$ cat config.mk
export PLATFORM = sky130hd
export DESIGN_NAME = pool2d_window_forward_backward_core
export DESIGN_NICKNAME = d
export VERILOG_FILES = /design/src/sv/pwfb_pkg.sv /design/src/sv/pwfb_merge.sv /design/src/sv/pwfb_grad_div.sv /design/src/sv/pwfb_lane.sv /design/src/sv/pool2d_window_forward_backward_core.sv
export SDC_FILE = /design/constraint.sdc
export NUM_CORES = 1
export LEC_CHECK = 0
export ABC_AREA = 1
export BUFFER_PORTS_ARGS = -buffer_cell sky130_fd_sc_hd__buf_4
export CAP_MARGIN = 20
export CORE_MARGIN = 3
export CORE_UTILIZATION = 50
export DETAILED_ROUTE_END_ITERATION = 6
export HOLD_SLACK_MARGIN = 0.03
export MAX_ROUTING_LAYER = met4
export PLACE_DENSITY_LB_ADDON = 0.05
export SYNTH_ARGS = -nofsm -noshare
export SYNTH_HDL_FRONTEND = slang
export SYNTH_SLANG_ARGS = --single-unit
$ cat constraint.sdc
create_clock -name clk_i -period 11.95 [get_ports clk_i]
set_clock_uncertainty 0.05 [all_clocks]
set_input_delay 0.5975 -clock clk_i [delete_from_list [all_inputs] [get_ports clk_i]]
set_output_delay 0.5975 -clock clk_i [all_outputs]
set_load 0.05 [all_outputs]
$ cat src/sv/pwfb_pkg.sv
package pwfb_pkg;

  // Width of every sample, gradient and result field (signed Q8.8).
  localparam int unsigned SAMPLE_WIDTH = 16;
  // Largest window handled: two by two elements.
  localparam int unsigned MAX_LANES = 4;
  // Tie count width, enough to hold MAX_LANES.
  localparam int unsigned TIE_W = 3;
  // Gradient magnitude width: one bit more so that the most negative value fits.
  localparam int unsigned MAG_W = SAMPLE_WIDTH + 1;

  // Division of a magnitude by three as a multiply by a rounded-up reciprocal.
  localparam int unsigned DIV3_SHIFT = MAG_W + 2;
  localparam int unsigned RECIP_W = DIV3_SHIFT;
  localparam logic [RECIP_W-1:0] DIV3_RECIP = RECIP_W'(((1 << DIV3_SHIFT) + 2) / 3);

  localparam logic [TIE_W-1:0] TIES_TWO = TIE_W'(2);
  localparam logic [TIE_W-1:0] TIES_THREE = TIE_W'(3);
  localparam logic [TIE_W-1:0] TIES_FOUR = TIE_W'(4);

  typedef logic signed [SAMPLE_WIDTH-1:0] sample_t;
  typedef logic [MAG_W-1:0] mag_t;

  typedef enum logic {
    KIND_MAX = 1'b0,
    KIND_AVG = 1'b1
  } pool_kind_e;

  typedef enum logic {
    DIR_FWD = 1'b0,
    DIR_BWD = 1'b1
  } dir_e;

  typedef struct packed {
    logic    mode;
    sample_t sample_a;
    sample_t sample_b;
    sample_t sample_c;
    sample_t sample_d;
    sample_t grad_in;
  } in_item_t;

  typedef struct packed {
    sample_t pooled;
    sample_t grad_a;
    sample_t grad_b;
    sample_t grad_c;
    sample_t grad_d;
  } out_item_t;

  // Per-item control seen by every lane when it forms its gradient.
  typedef struct packed {
    logic bwd;
    logic avg;
  } lane_ctrl_t;

endpackage

$ cat src/sv/pwfb_merge.sv
// Combines the lane samples into the window maximum and the window sum.
module pwfb_merge import pwfb_pkg::*; #(
  parameter int unsigned NUM_LANES = 4,
  localparam int unsigned SUM_W = SAMPLE_WIDTH + $clog2(NUM_LANES)
) (
  input  logic                    clk_i,
  input  sample_t                 samples_i [NUM_LANES],
  output sample_t                 max_o,
  output logic signed [SUM_W-1:0] sum_o
);

  sample_t                 max_d, max_q;
  logic signed [SUM_W-1:0] sum_d, sum_q;

  always_comb begin
    max_d = samples_i[0];
    sum_d = SUM_W'(samples_i[0]);
    for (int i = 1; i < NUM_LANES; i++) begin
      if (samples_i[i] > max_d) begin
        max_d = samples_i[i];
      end
      sum_d = sum_d + SUM_W'(samples_i[i]);
    end
  end

  always_ff @(posedge clk_i) begin
    max_q <= max_d;
    sum_q <= sum_d;
  end

  assign max_o = max_q;
  assign sum_o = sum_q;

endmodule

$ cat src/sv/pwfb_grad_div.sv
// Divides the gradient magnitude by the tie count, or by the window size
// for average pooling, truncating toward zero, then restores the sign.
module pwfb_grad_div import pwfb_pkg::*; #(
  parameter int unsigned NUM_LANES = 4
) (
  input  logic                 clk_i,
  input  logic [NUM_LANES-1:0] hits_i,
  input  logic                 avg_i,
  input  mag_t                 mag_i,
  input  logic                 neg_i,
  output sample_t              quot_o
);

  localparam int unsigned AVG_SHIFT = $clog2(NUM_LANES);

  logic [TIE_W-1:0]         ties;
  logic [MAG_W+RECIP_W-1:0] prod;
  mag_t                     q_d, q_q;
  logic                     neg_q;
  mag_t                     signed_q;

  always_comb begin
    ties = TIE_W'($countones(hits_i));
    prod = (MAG_W + RECIP_W)'(mag_i) * (MAG_W + RECIP_W)'(DIV3_RECIP);
    if (avg_i) begin
      q_d = mag_i >> AVG_SHIFT;
    end else begin
      unique case (ties)
        TIES_TWO:   q_d = mag_i >> 1;
        TIES_THREE: q_d = prod[DIV3_SHIFT +: MAG_W];
        TIES_FOUR:  q_d = mag_i >> 2;
        default:    q_d = mag_i;
      endcase
    end
  end

  always_ff @(posedge clk_i) begin
    q_q   <= q_d;
    neg_q <= neg_i;
  end

  assign signed_q = neg_q ? (~q_q + MAG_W'(1)) : q_q;
  assign quot_o   = sample_t'(signed_q[SAMPLE_WIDTH-1:0]);

endmodule

$ cat src/sv/pwfb_lane.sv
// One window element: flags whether it equals the window maximum and later
// picks its share of the gradient.
module pwfb_lane import pwfb_pkg::*; (
  input  logic       clk_i,
  input  sample_t    sample_i,
  input  sample_t    max_i,
  input  lane_ctrl_t ctrl_i,
  input  sample_t    quot_i,
  output logic       hit_o,
  output sample_t    grad_o
);

  sample_t sample_q;
  logic    hit_q;
  logic    hit_dly_q;
  sample_t grad_d, grad_q;

  always_comb begin
    if (ctrl_i.bwd && (ctrl_i.avg || hit_dly_q)) begin
      grad_d = quot_i;
    end else begin
      grad_d = '0;
    end
  end

  always_ff @(posedge clk_i) begin
    sample_q  <= sample_i;
    hit_q     <= (sample_q == max_i);
    hit_dly_q <= hit_q;
    grad_q    <= grad_d;
  end

  assign hit_o  = hit_q;
  assign grad_o = grad_q;

endmodule

$ cat src/sv/pool2d_window_forward_backward_core.sv
// Pooling window core, forward and backward, signed Q8.8. One window can be
// accepted in every clock cycle: busy is never raised, so start alone
// decides when an item enters, and each result appears on res_item_o for
// one cycle with res_strobe_o high. The receiver cannot stall the core, and
// the four-stage pipeline (merge, lane compare, tie divide, lane select)
// keeps up with one item per cycle without holding anything back. The pool
// kind register is written through the configuration channel, which is
// always ready; a new kind is picked up by the next item accepted.
module pool2d_window_forward_backward_core import pwfb_pkg::*; #(
  parameter int unsigned POOL_SIDE = 2,
  localparam int unsigned NUM_LANES = POOL_SIDE * POOL_SIDE
) (
  input  logic      clk_i,
  input  logic      rst_ni,
  input  logic      start,
  output logic      busy,
  input  in_item_t  in_item_i,
  input  logic      cfg_valid_i,
  output logic      cfg_ready_o,
  input  logic      cfg_data_i,
  output logic      res_strobe_o,
  output out_item_t res_item_o
);

  localparam int unsigned SUM_W = SAMPLE_WIDTH + $clog2(NUM_LANES);
  localparam int unsigned AVG_SHIFT = $clog2(NUM_LANES);

  // The pool kind register.
  pool_kind_e pool_kind_q;

  // Valid bit of each pipeline stage.
  logic [3:0] vld_d, vld_q;
  logic       accept;

  // Per-stage item control and payload.
  dir_e       mode1_q, mode2_q, mode3_q;
  pool_kind_e kind1_q, kind2_q, kind3_q;
  sample_t    grad1_q;
  sample_t    pooled2_d, pooled2_q, pooled3_q, pooled4_q;
  mag_t       grad_ext, mag2_d, mag2_q;
  logic       neg2_q;

  sample_t                 win [MAX_LANES];
  sample_t                 lane_samples [NUM_LANES];
  sample_t                 win_max;
  logic signed [SUM_W-1:0] win_sum;
  logic signed [SUM_W-1:0] win_mean;
  logic [NUM_LANES-1:0]    hits;
  sample_t                 quot;
  lane_ctrl_t              lane_ctrl;
  sample_t                 lane_grad [MAX_LANES];

  // Nothing ever blocks the pipeline, so the core is never busy and the
  // configuration channel always takes a write.
  assign busy        = 1'b0;
  assign cfg_ready_o = 1'b1;
  assign accept      = start && !busy;
  assign vld_d       = {vld_q[2:0], accept};

  always_ff @(posedge clk_i or negedge rst_ni) begin
    if (!rst_ni) begin
      pool_kind_q <= KIND_MAX;
      vld_q       <= '0;
    end else begin
      vld_q <= vld_d;
      if (cfg_valid_i && cfg_ready_o) begin
        pool_kind_q <= pool_kind_e'(cfg_data_i);
      end
    end
  end

  // Window elements in row-major order; a one-element window uses only the
  // top-left sample.
  assign win[0] = in_item_i.sample_a;
  assign win[1] = in_item_i.sample_b;
  assign win[2] = in_item_i.sample_c;
  assign win[3] = in_item_i.sample_d;

  always_comb begin
    for (int i = 0; i < NUM_LANES; i++) begin
      lane_samples[i] = win[i];
    end
  end

  // Stage 1: the merge unit finds the window maximum and sum.
  pwfb_merge #(
    .NUM_LANES(NUM_LANES)
  ) u_merge (
    .clk_i    (clk_i),
    .samples_i(lane_samples),
    .max_o    (win_max),
    .sum_o    (win_sum)
  );

  // Stage 2: the forward value and the gradient magnitude. The mean is a
  // floor division, which the arithmetic shift gives directly.
  assign win_mean = win_sum >>> AVG_SHIFT;
  assign grad_ext = MAG_W'(grad1_q);
  assign mag2_d   = grad1_q[SAMPLE_WIDTH-1] ? (~grad_ext + MAG_W'(1)) : grad_ext;

  always_comb begin
    if (kind1_q == KIND_AVG) begin
      pooled2_d = sample_t'(win_mean[SAMPLE_WIDTH-1:0]);
    end else begin
      pooled2_d = win_max;
    end
  end

  always_ff @(posedge clk_i) begin
    mode1_q   <= dir_e'(in_item_i.mode);
    kind1_q   <= pool_kind_q;
    grad1_q   <= in_item_i.grad_in;
    mode2_q   <= mode1_q;
    kind2_q   <= kind1_q;
    pooled2_q <= pooled2_d;
    mag2_q    <= mag2_d;
    neg2_q    <= grad1_q[SAMPLE_WIDTH-1];
    mode3_q   <= mode2_q;
    kind3_q   <= kind2_q;
    pooled3_q <= pooled2_q;
    pooled4_q <= pooled3_q;
  end

  // Stage 3: the gradient share, divided by the tie count from the lanes'
  // maximum flags or by the window size.
  pwfb_grad_div #(
    .NUM_LANES(NUM_LANES)
  ) u_grad_div (
    .clk_i (clk_i),
    .hits_i(hits),
    .avg_i (kind2_q == KIND_AVG),
    .mag_i (mag2_q),
    .neg_i (neg2_q),
    .quot_o(quot)
  );

  // Stage 4: in backward mode each lane keeps the share if the element took
  // part in the maximum, or if the window is averaged.
  assign lane_ctrl = '{bwd: (mode3_q == DIR_BWD), avg: (kind3_q == KIND_AVG)};

  for (genvar g = 0; g < MAX_LANES; g++) begin : g_lane
    if (g < NUM_LANES) begin : g_used
      pwfb_lane u_lane (
        .clk_i   (clk_i),
        .sample_i(lane_samples[g]),
        .max_i   (win_max),
        .ctrl_i  (lane_ctrl),
        .quot_i  (quot),
        .hit_o   (hits[g]),
        .grad_o  (lane_grad[g])
      );
    end else begin : g_unused
      // Elements outside a smaller window never receive a gradient.
      assign lane_grad[g] = '0;
    end
  end

  assign res_strobe_o       = vld_q[3];
  assign res_item_o.pooled  = pooled4_q;
  assign res_item_o.grad_a  = lane_grad[0];
  assign res_item_o.grad_b  = lane_grad[1];
  assign res_item_o.grad_c  = lane_grad[2];
  assign res_item_o.grad_d  = lane_grad[3];

endmodule

[Yosys cells after proc, flatten, opt, wreduce, memory -nomap -nowiden]
Cells that the tools add are included.
Operators by class
  muxes and demuxes: 8
  reduce and logical (&&, ||, !) cells: 8
  equal/unequal tests: 7
  $lt $le $gt $ge: 3
  bitwise gates (word level): 2
  multiply operators: 1
  add/subtract/negate cells: 8
Operators with widths (number)
  2-to-1 mux 16 bit: 5
  == test 16 bit: 4
  greater-than comparator 16 bit: 3
  one-hot mux 16 bit (3 select lines): 1
  multiplier 17 x 18 -> 35 bit, second input constant: 1
  2-to-1 mux 15 bit: 2
  adder 17 x 16 -> 18 bit: 1
  adder 18 x 16 -> 18 bit: 1
  adder 16 x 16 -> 17 bit: 1
  adder 17 x 1 -> 17 bit, second input constant: 1
  inverter 17 bit: 1
  adder 16 x 1 -> 16 bit, second input constant: 1
  inverter 16 bit: 1
  == test 3 x 2 -> 1 bit, second input constant: 2
  adder 1 x 1 -> 2 bit: 2
  logical AND 1 bit: 4
  logical OR 1 bit: 4
  adder 3 bit: 1
  == test 3 bit, second input constant: 1
Word-level totals
  input bits: 86
  flip-flop bits (word level): 280
  output and inout port bits: 83

[Longest topological paths before layout]
Gate-level depths: netlist of run 1.
  depth in word-level cells: 6
  depth in mapped cells: 43
  depth with buffers taken out: 40

[By module]
A second synthesis of run 1 with hierarchy kept.
Unflattened totals
  cells, all modules: 2113
  area total of the unflattened synthesis: 17407.9 µm²
By module, submodules not included
  pwfb_grad_div: area each 6581.3 µm², cells each 916, instances 1
  pwfb_lane: area each 1074.8 µm², cells each 119, instances 4
  pwfb_merge: area each 3950.0 µm², cells each 509, instances 1
  pool2d_window_forward_backward_core: area each 2577.5 µm², cells each 212, instances 1

[Worst setup path before layout of run 1]
Ideal clock, no wire load.
  kind: input-to-reg
  start point: in in_item_i[79] (netlist bit)
  end point: reg u_merge.max_q[10], in the netlist u_merge.max_o[10]
  stages: 37
  library setup time: 113 ps
  setup slack: 6330 ps
  required time: 11787 ps
  data arrival time: 5456 ps
  cell sequence: inv_1 ha_1 nand2_2 nor3_2 nand2_1 nand2_1 nand2_2 nand3_2 clkbuf_1 clkbuf_1 nand2_1 o21ai_0 ha_1 a21oi_1 o21a_1 o21ai_0 a221oi_1 nand2_1 nand2_4 nand3_4 buf_8 nand2_2 nand2_1 ha_1 inv_1 nor2_1 nor2_1 o21a_1 o221ai_1 nand2_1 nand3_1 or3_1 nand3_1 inv_1 clkbuf_1 nand2_1 nand2_1
Between the ends
  longest elaborated chain between the ends: 6
Ends and longest elaborated chain
  start, declared: RTL line pool2d_window_forward_backward_core.sv:17  | input in_item_t in_item_i,
  greater-than comparator 16 bit: RTL line pwfb_merge.sv:19  | if (samples_i[i] > max_d) begin
  2-to-1 mux 16 bit *: RTL line pwfb_merge.sv:19
  greater-than comparator 16 bit: RTL line pwfb_merge.sv:19
  2-to-1 mux 16 bit *: RTL line pwfb_merge.sv:19
  greater-than comparator 16 bit: RTL line pwfb_merge.sv:19
  2-to-1 mux 16 bit *: RTL line pwfb_merge.sv:19
  named net u_merge.max_d[10]: RTL line pwfb_merge.sv:12  | sample_t max_d, max_q;
  end signal, assigned: RTL line pwfb_merge.sv:27  | max_q <= max_d;
  end, declared: RTL line pwfb_merge.sv:12
Mark *: on every way through the listed nets, which the timed path passes. The rest lies on a longest branch.
A chain may end at the register's enable or synchronous reset.

[Worst setup path after layout of run 1]
  start point: in in_item_i[79] (netlist bit)
  end point: reg u_merge.max_q[15], in the netlist u_merge.max_o[15]
Same word-level chain as after synthesis.

==> summary.md, run 1 <==
| Metric | Value |
|---|---|
| Status | completed |
| Gate Count Post-Synth | 1,732 |
| Max Clock Freq | 0.1517 GHz |
| CTS tree | built |
| Arr. time, crit path | 6.97 ns |
| Die Wd | 184.6 um |
| Pins over their slew limit | 0 |
| Slew HR | 0.3131 |
| Source of the worst register-to-register timing path | mag2_q[4] |
| Crit path required time | 12.32 ns |
| Core area | 30,990 sq um |
| Post-synthesis compound-gate area fraction | 0.08038 |
| Setup TNS | 0 ns |
| CP startpoint kind | primary input |
| CTS Buf Count | 29 |
| Vias | 11.93k |
| Total grt overflow | 0 |
| 1st-pass router iterations | 5 |
| Mapped cell area | 15,940 sq um |
| List of most frequent post-synthesis cells | dfxtp_1, inv_1, nand2_1 |
| Fin crit period | 6.593 ns |
| Bufs on Longest Clock Path | 3 |
| Register area share after synthesis | 0.3507 |
| Final period util | 0.5517 |
| Yosys top cell area share | 0.3429 |
| Register area | 5590 sq um |
| Top FF cell, synth | dfxtp_1 |
| Die H | 184.6 um |
| Fraction of layout cells with a size suffix above 1 | 0.1385 |
| Num ports | 169 |
| DRC violations left | 0 |
| Actual slew at the worst max-slew pin | 1.029 ns |
| Distinct cell type count after synthesis | 50 |
| Worst hold-check path type | primary input to register |
| Placer Congestion | 0.9371 |
| Most numerous cell in the Yosys netlist | dfxtp_1 |
| Mean routed wirelength per cell | 17.65 um |
| R2R cell count | 19 |
| Starting DRC count in detailed routing | 648 |
| Final std cells w/o fill | 2,317 |
| DP Area | 17,560 sq um |
| Cell mode on critical path | nand2_1 |
| Routed Antenna Nets | 0 |
| Drt total wl | 40,910 um |
| Largest family of logic cells by synthesized area | adder cells |
| Initial Utilization | 0.5144 |
| Max-cap viol count | 0 |
| CP max-delay cell | nand3_1 |
| Post-Synth Adder-Cell Area | 0.2922 |
| Final Hold Vio Count | 0 |
| # nets final | 2,286 |
| Worst stage delay on the critical path | 0.48 ns |
| CTS sink cnt | 278 |
| CP endpoint kind | register |
| Design area | 18,540 sq um |
| Resize count post-CTS | 0 |
| CP Max Fanout | 31 |
| FFs w/ async S/R, synth | 0.01799 |
| CTS clk-pin slew, worst paths | 0.06 ns |
| DR vias/cell | 5.147 |
| Area growth syn-to-layout | 16.28% |
| R2R setup slack | 5.64 ns |
| Crit path from | in_item_i[79] |
| XOR/XNOR Fraction of Synth Area | 0.05275 |
| Post-synth EDFFs | 0 |
| Area of the multi-input gates | 9225 sq um |
| Critical path capture point | u_merge.max_o[15] |
| GR Util All Layers | 0.2519 |
| Area leader, netlist | dfxtp_1 |
| Number of global-route vias before repair | 12.18k |
| Largest net degree at the start of global routing | 32 |
| Input/output buffers | 166 |
| Clk_lat worst skew | 0.56 ns |
| Post-DP HPWL | 33,780 um |
| Dominant cells by area after synthesis | dfxtp_1, fa_1, ha_1, inv_1, nand2_1 |
| Yosys warns | 0 |
| Inst Count DP | 2,262 |
| First-pass GRT wire length | 65,190 um |
| Root Driver | clkbuf_16 |
| Number of antenna cells inserted | 0 |
| RSZ-0062 raised after global routing | false |
| FF+latch count, synth | 278 |
| Final-layout fill cell count | 2,792 |
| Row Count | 64 |
| Simple-Gate Fraction of Synth Area | 0.1443 |
| Post-synthesis mux area share | 0.008477 |
| Setup bufs post-CTS | 0 |
| Synthesized area per cell | 9.203 sq um |
| Post-CTS Hold Fix Bufs | 1 |
| Critical setup path kind | primary input to register |
| DIE AREA | 34,060 sq um |
| H-tree levels | 1 |
| RR Endpoint | u_grad_div.q_q[15] |
| Setup violators final | 0 |
| Antenna violations before repair | 0 |
## worst min-delay path by stage
stage | start | endpoint | slack, ns | depth (start not counted)
after floorplan | rst_ni | pool_kind_q | 0.25 | 0
after global placement | pooled3_q[14] | pooled4_q[14] | 0.26 | 0
after detailed placement | mode1_q | mode2_q | 0.26 | 0
after CTS | in_item_i[80] | mode1_q | 0.07 | 1
after global routing | start | vld_q[0] | 0.06 | 1
final | in_item_i[80] | mode1_q | 0.09 | 1
## worst max-delay path, delay by kind of cell
family / cells / cell delay, ns
AO/OA/AOI/OAI: 7 / 1.40
AND/OR/NAND/NOR: 17 / 3.26
buffers and inverters: 4 / 0.72
adder cells (fa/ha/maj): 3 / 0.95
## metrics by stage
step | hold slack, ns | util | worst slack [ns]
2_1_floorplan | 0.2519 | - | 6.330
3_3_place_gp | 0.2596 | 0.5665 | 4.910
3_5_place_dp | 0.2621 | 0.5665 | 4.779
4_1_cts | 0.07133 | 0.5981 | 5.351
5_1_grt | 0.06425 | 0.5981 | 4.558
6_report | 0.09349 | 0.5981 | 5.357
## per-layer routing
layer,vias up,part of all wire,global-route usage
met5,-,0,-
met4,0,0.028,0.06320
met3,63,0.046,0.02783
met2,311,0.49,0.4305
met1,5613,0.44,0.3209
li1,5939,-,-
## sequential cells by signal (all words and copies together), names as in the netlist, 4 cells and up
register and flops:
g_lane.g_used.u_lane.sample_q 64, u_merge.max_o 16, pooled3_q 16, g_lane.g_used.u_lane.grad_o 64, grad1_q 16, mag2_q 17, pooled4_q 16, g_lane.g_used.u_lane.hit_o 4
g_lane.g_used.u_lane.hit_dly_q 4, pooled2_q 16, u_grad_div.q_q 16, vld_q 4, u_merge.sum_o 16
## cells in the final DEF (no fill, tap or decap), types with 7 or more instances in the layout
cell type / n
dfxtp_1: 273
inv_1: 256
nand2_1: 248
ha_1: 185
buf_4: 171
nor2_1: 131
fa_1: 117
a21oi_1: 85
o21ai_0: 77
xnor2_1: 65
nand4_1: 44
nand3_1: 37
xor2_1: 31
clkbuf_16: 29
nor3_1: 19
nand2_2: 12
o211ai_1: 12
mux2_2: 12
or2_2: 11
clkbuf_8: 10
o21ai_1: 8
a221oi_1: 8
o21a_1: 7
a31oi_1: 7
## cell families (layout without fill, tap and decap cells)
group	count (synthesis)	in the layout
DFF	278	278
adders and majority gates	302	302
muxes	12	12
xor gates and xnor gates	96	96
buffers and inverters	294	482
other	2	3
and+or+nand+nor	523	523
AOI/OAI and AO/OA	225	225
## final cells by class
class	count	share of cell area
timing repair buffer	172	0.06980
tap	396	0.02673
clock buffer	43	0.04739
clock inverter	11	0.004928
inverter	256	0.05184
multi-input combinational	1161	0.4977
sequential	278	0.3016
Power of run 1 is left out: the tool's default activity adds up to more than one toggle a clock period on the data nets, which glitch-free logic cannot reach.
==> run 2, diff against run 1 <==
- clock period: 11.95 -> 6.5 ns (I/O delays scaled with it)
==> summary.md, run 2 (synthesized netlist as in run 1, its figures left out) <==
| Metric | Value |
|---|---|
| CP endpoint kind | register |
| Fraction of layout cells with a size suffix above 1 | 0.1412 |
| Met3 wire len | 2036 um |
| Total grt overflow | 0 |
| Routed Antenna Nets | 0 |
| Die Wd | 184.6 um |
| CTS Buf Count | 29 |
| Placer Congestion | 0.9428 |
| Fin crit period | 6.082 ns |
| Area growth syn-to-layout | 23.01% |
| DRC violations left | 0 |
| Num ports | 169 |
| Core area | 30,990 sq um |
| Crit path required time | 6.90 ns |
| Clk_lat worst skew | 0.56 ns |
| WL met1 | 18,260 um |
| DIE AREA | 34,060 sq um |
| R2R setup slack | 0.69 ns |
| Starting DRC count in detailed routing | 752 |
| R2R cell count | 20 |
| Post-layout util | 0.6328 |
| CTS sink cnt | 278 |
| Root Driver | clkbuf_16 |
| Final Hold Vio Count | 0 |
| Slew HR | 0.3286 |
| Post-DP HPWL | 34,190 um |
| Worst hold-check path type | primary input to register |
| Die H | 184.6 um |
| WHS Endpoint | u_merge.sum_o[17] |
| Routed met2 length | 20,290 um |
| # nets final | 2,390 |
| Number of antenna cells inserted | 0 |
| Top Layer Used | met4 |
| DR vias/cell | 5.121 |
| CP startpoint kind | primary input |
| Critical setup path kind | primary input to register |
| Bufs on Longest Clock Path | 3 |
| Input/output buffers | 166 |
| Drt total wl | 42,010 um |
| Row Count | 64 |
| Initial Utilization | 0.5144 |
| CP max-delay cell | dlygate4sd3_1 |
| Max-cap viol count | 0 |
| Arr. time, crit path | 6.48 ns |
| WHS Path Cells | 5 |
| Status | completed |
| Largest net degree at the start of global routing | 23 |
| Actual slew at the worst max-slew pin | 1.003 ns |
| 1st-pass router iterations | 5 |
| Vias | 12.40k |
| Min-delay src | in_item_i[79] |
| Max Clock Freq | 0.1644 GHz |
| Commonest non-fill, non-tap cell in the layout | dfxtp_1 |
| H-tree levels | 1 |
| Final period util | 0.9357 |
| RR Endpoint | u_grad_div.q_q[2] |
| First-pass GRT wire length | 67,040 um |
| CP Max Fanout | 22 |
| Source of the worst register-to-register timing path | mag2_q[15] |
| Cell mode on critical path | nand2_1 |
| RSZ-0062 raised after global routing | false |
| Mean routed wirelength per cell | 17.35 um |
| CTS clk-pin slew, worst paths | 0.06 ns |
| Worst stage delay on the critical path | 0.53 ns |
| Antenna violations before repair | 0 |
| CTS tree | built |
| Commonest non-fill, non-tap cells in the layout | dfxtp_1, inv_1, nand2_1, buf_4, ha_1 |
| Number of global-route vias before repair | 12.66k |
| Setup violators final | 0 |
| GR Util All Layers | 0.2586 |
| Pins over their slew limit | 0 |
## run 2: cell count changes in the layout (fill, tap and decap cells not counted), sizes merged
cell / change
clkinvlp: +2
bufinv: +5
clkbuf: -6
inv: -3
dlygate4sd3: +85
buf: +19
clkinv: +2
## run 2: area by class of cell
| cell class | count | area [sq um] |
|---|---|---|
| fill | 2608 | 11380 |
| multi-input combinational | 1161 | 9246 |
| sequential | 278 | 5590 |
| timing repair buffer | 276 | 2287 |
| inverter | 256 | 964.7 |
| clock buffer | 37 | 785.8 |
| tap | 396 | 495.5 |
| clock inverter | 17 | 239.0 |
## run 2: worst max-delay path by stage
stage / from / to / slack [ns] / depth (start not counted)
3_5_place_dp: in_item_i[79] / u_merge.max_o[7] / -0.05 / 31
5_1_grt: in_item_i[63] / u_merge.max_o[3] / 0.07 / 34
2_1_floorplan: in_item_i[79] / u_merge.max_o[10] / 1.15 / 37
4_1_cts: in_item_i[63] / u_merge.max_o[7] / 0.03 / 31
6_report: in_item_i[63] / u_merge.max_o[12] / 0.42 / 34
3_3_place_gp: in_item_i[79] / u_merge.max_o[7] / 0.07 / 30
## run 2: per-layer routing
metal | vias to the layer above | global-route usage
li1 | 6136 | -
met5 | - | -
met2 | 331 | 0.4328
met4 | 0 | 0.08527
met1 | 5847 | 0.3216
met3 | 83 | 0.03967
## run 2: critical path: cells and delay by family
kind	cells	cell delay (ns)
AO/OA/AOI/OAI	5	0.96
AND/OR/NAND/NOR	20	2.84
adder cells (fa/ha/maj)	3	1.00
buffers and inverters	6	1.31
## run 2: per-stage QoR
stage	instance area [sq um]	setup slack, ns	setup TNS, ns	std cells	hold WS (ns)
2_1_floorplan	15940	1.153	0	1733	-0.02059
5_1_grt	19610	0.07494	0	2421	0.2772
3_3_place_gp	17680	0.06925	0	2279	0.07676
4_1_cts	19570	0.02786	0	2419	0.2196
6_report	19610	0.4181	0	2421	0.2407
3_5_place_dp	17680	-0.04692	-0.2987	2279	0.08443
## run 2: timing repair
action                                 CTS  global route
buffers inserted                         0             2
gates resized for setup                  0            11
hold buffers                            86             0
setup endpoints to repair                0            16
endpoints found under the hold margin  104             0
Power of run 2 is left out for the same reason.
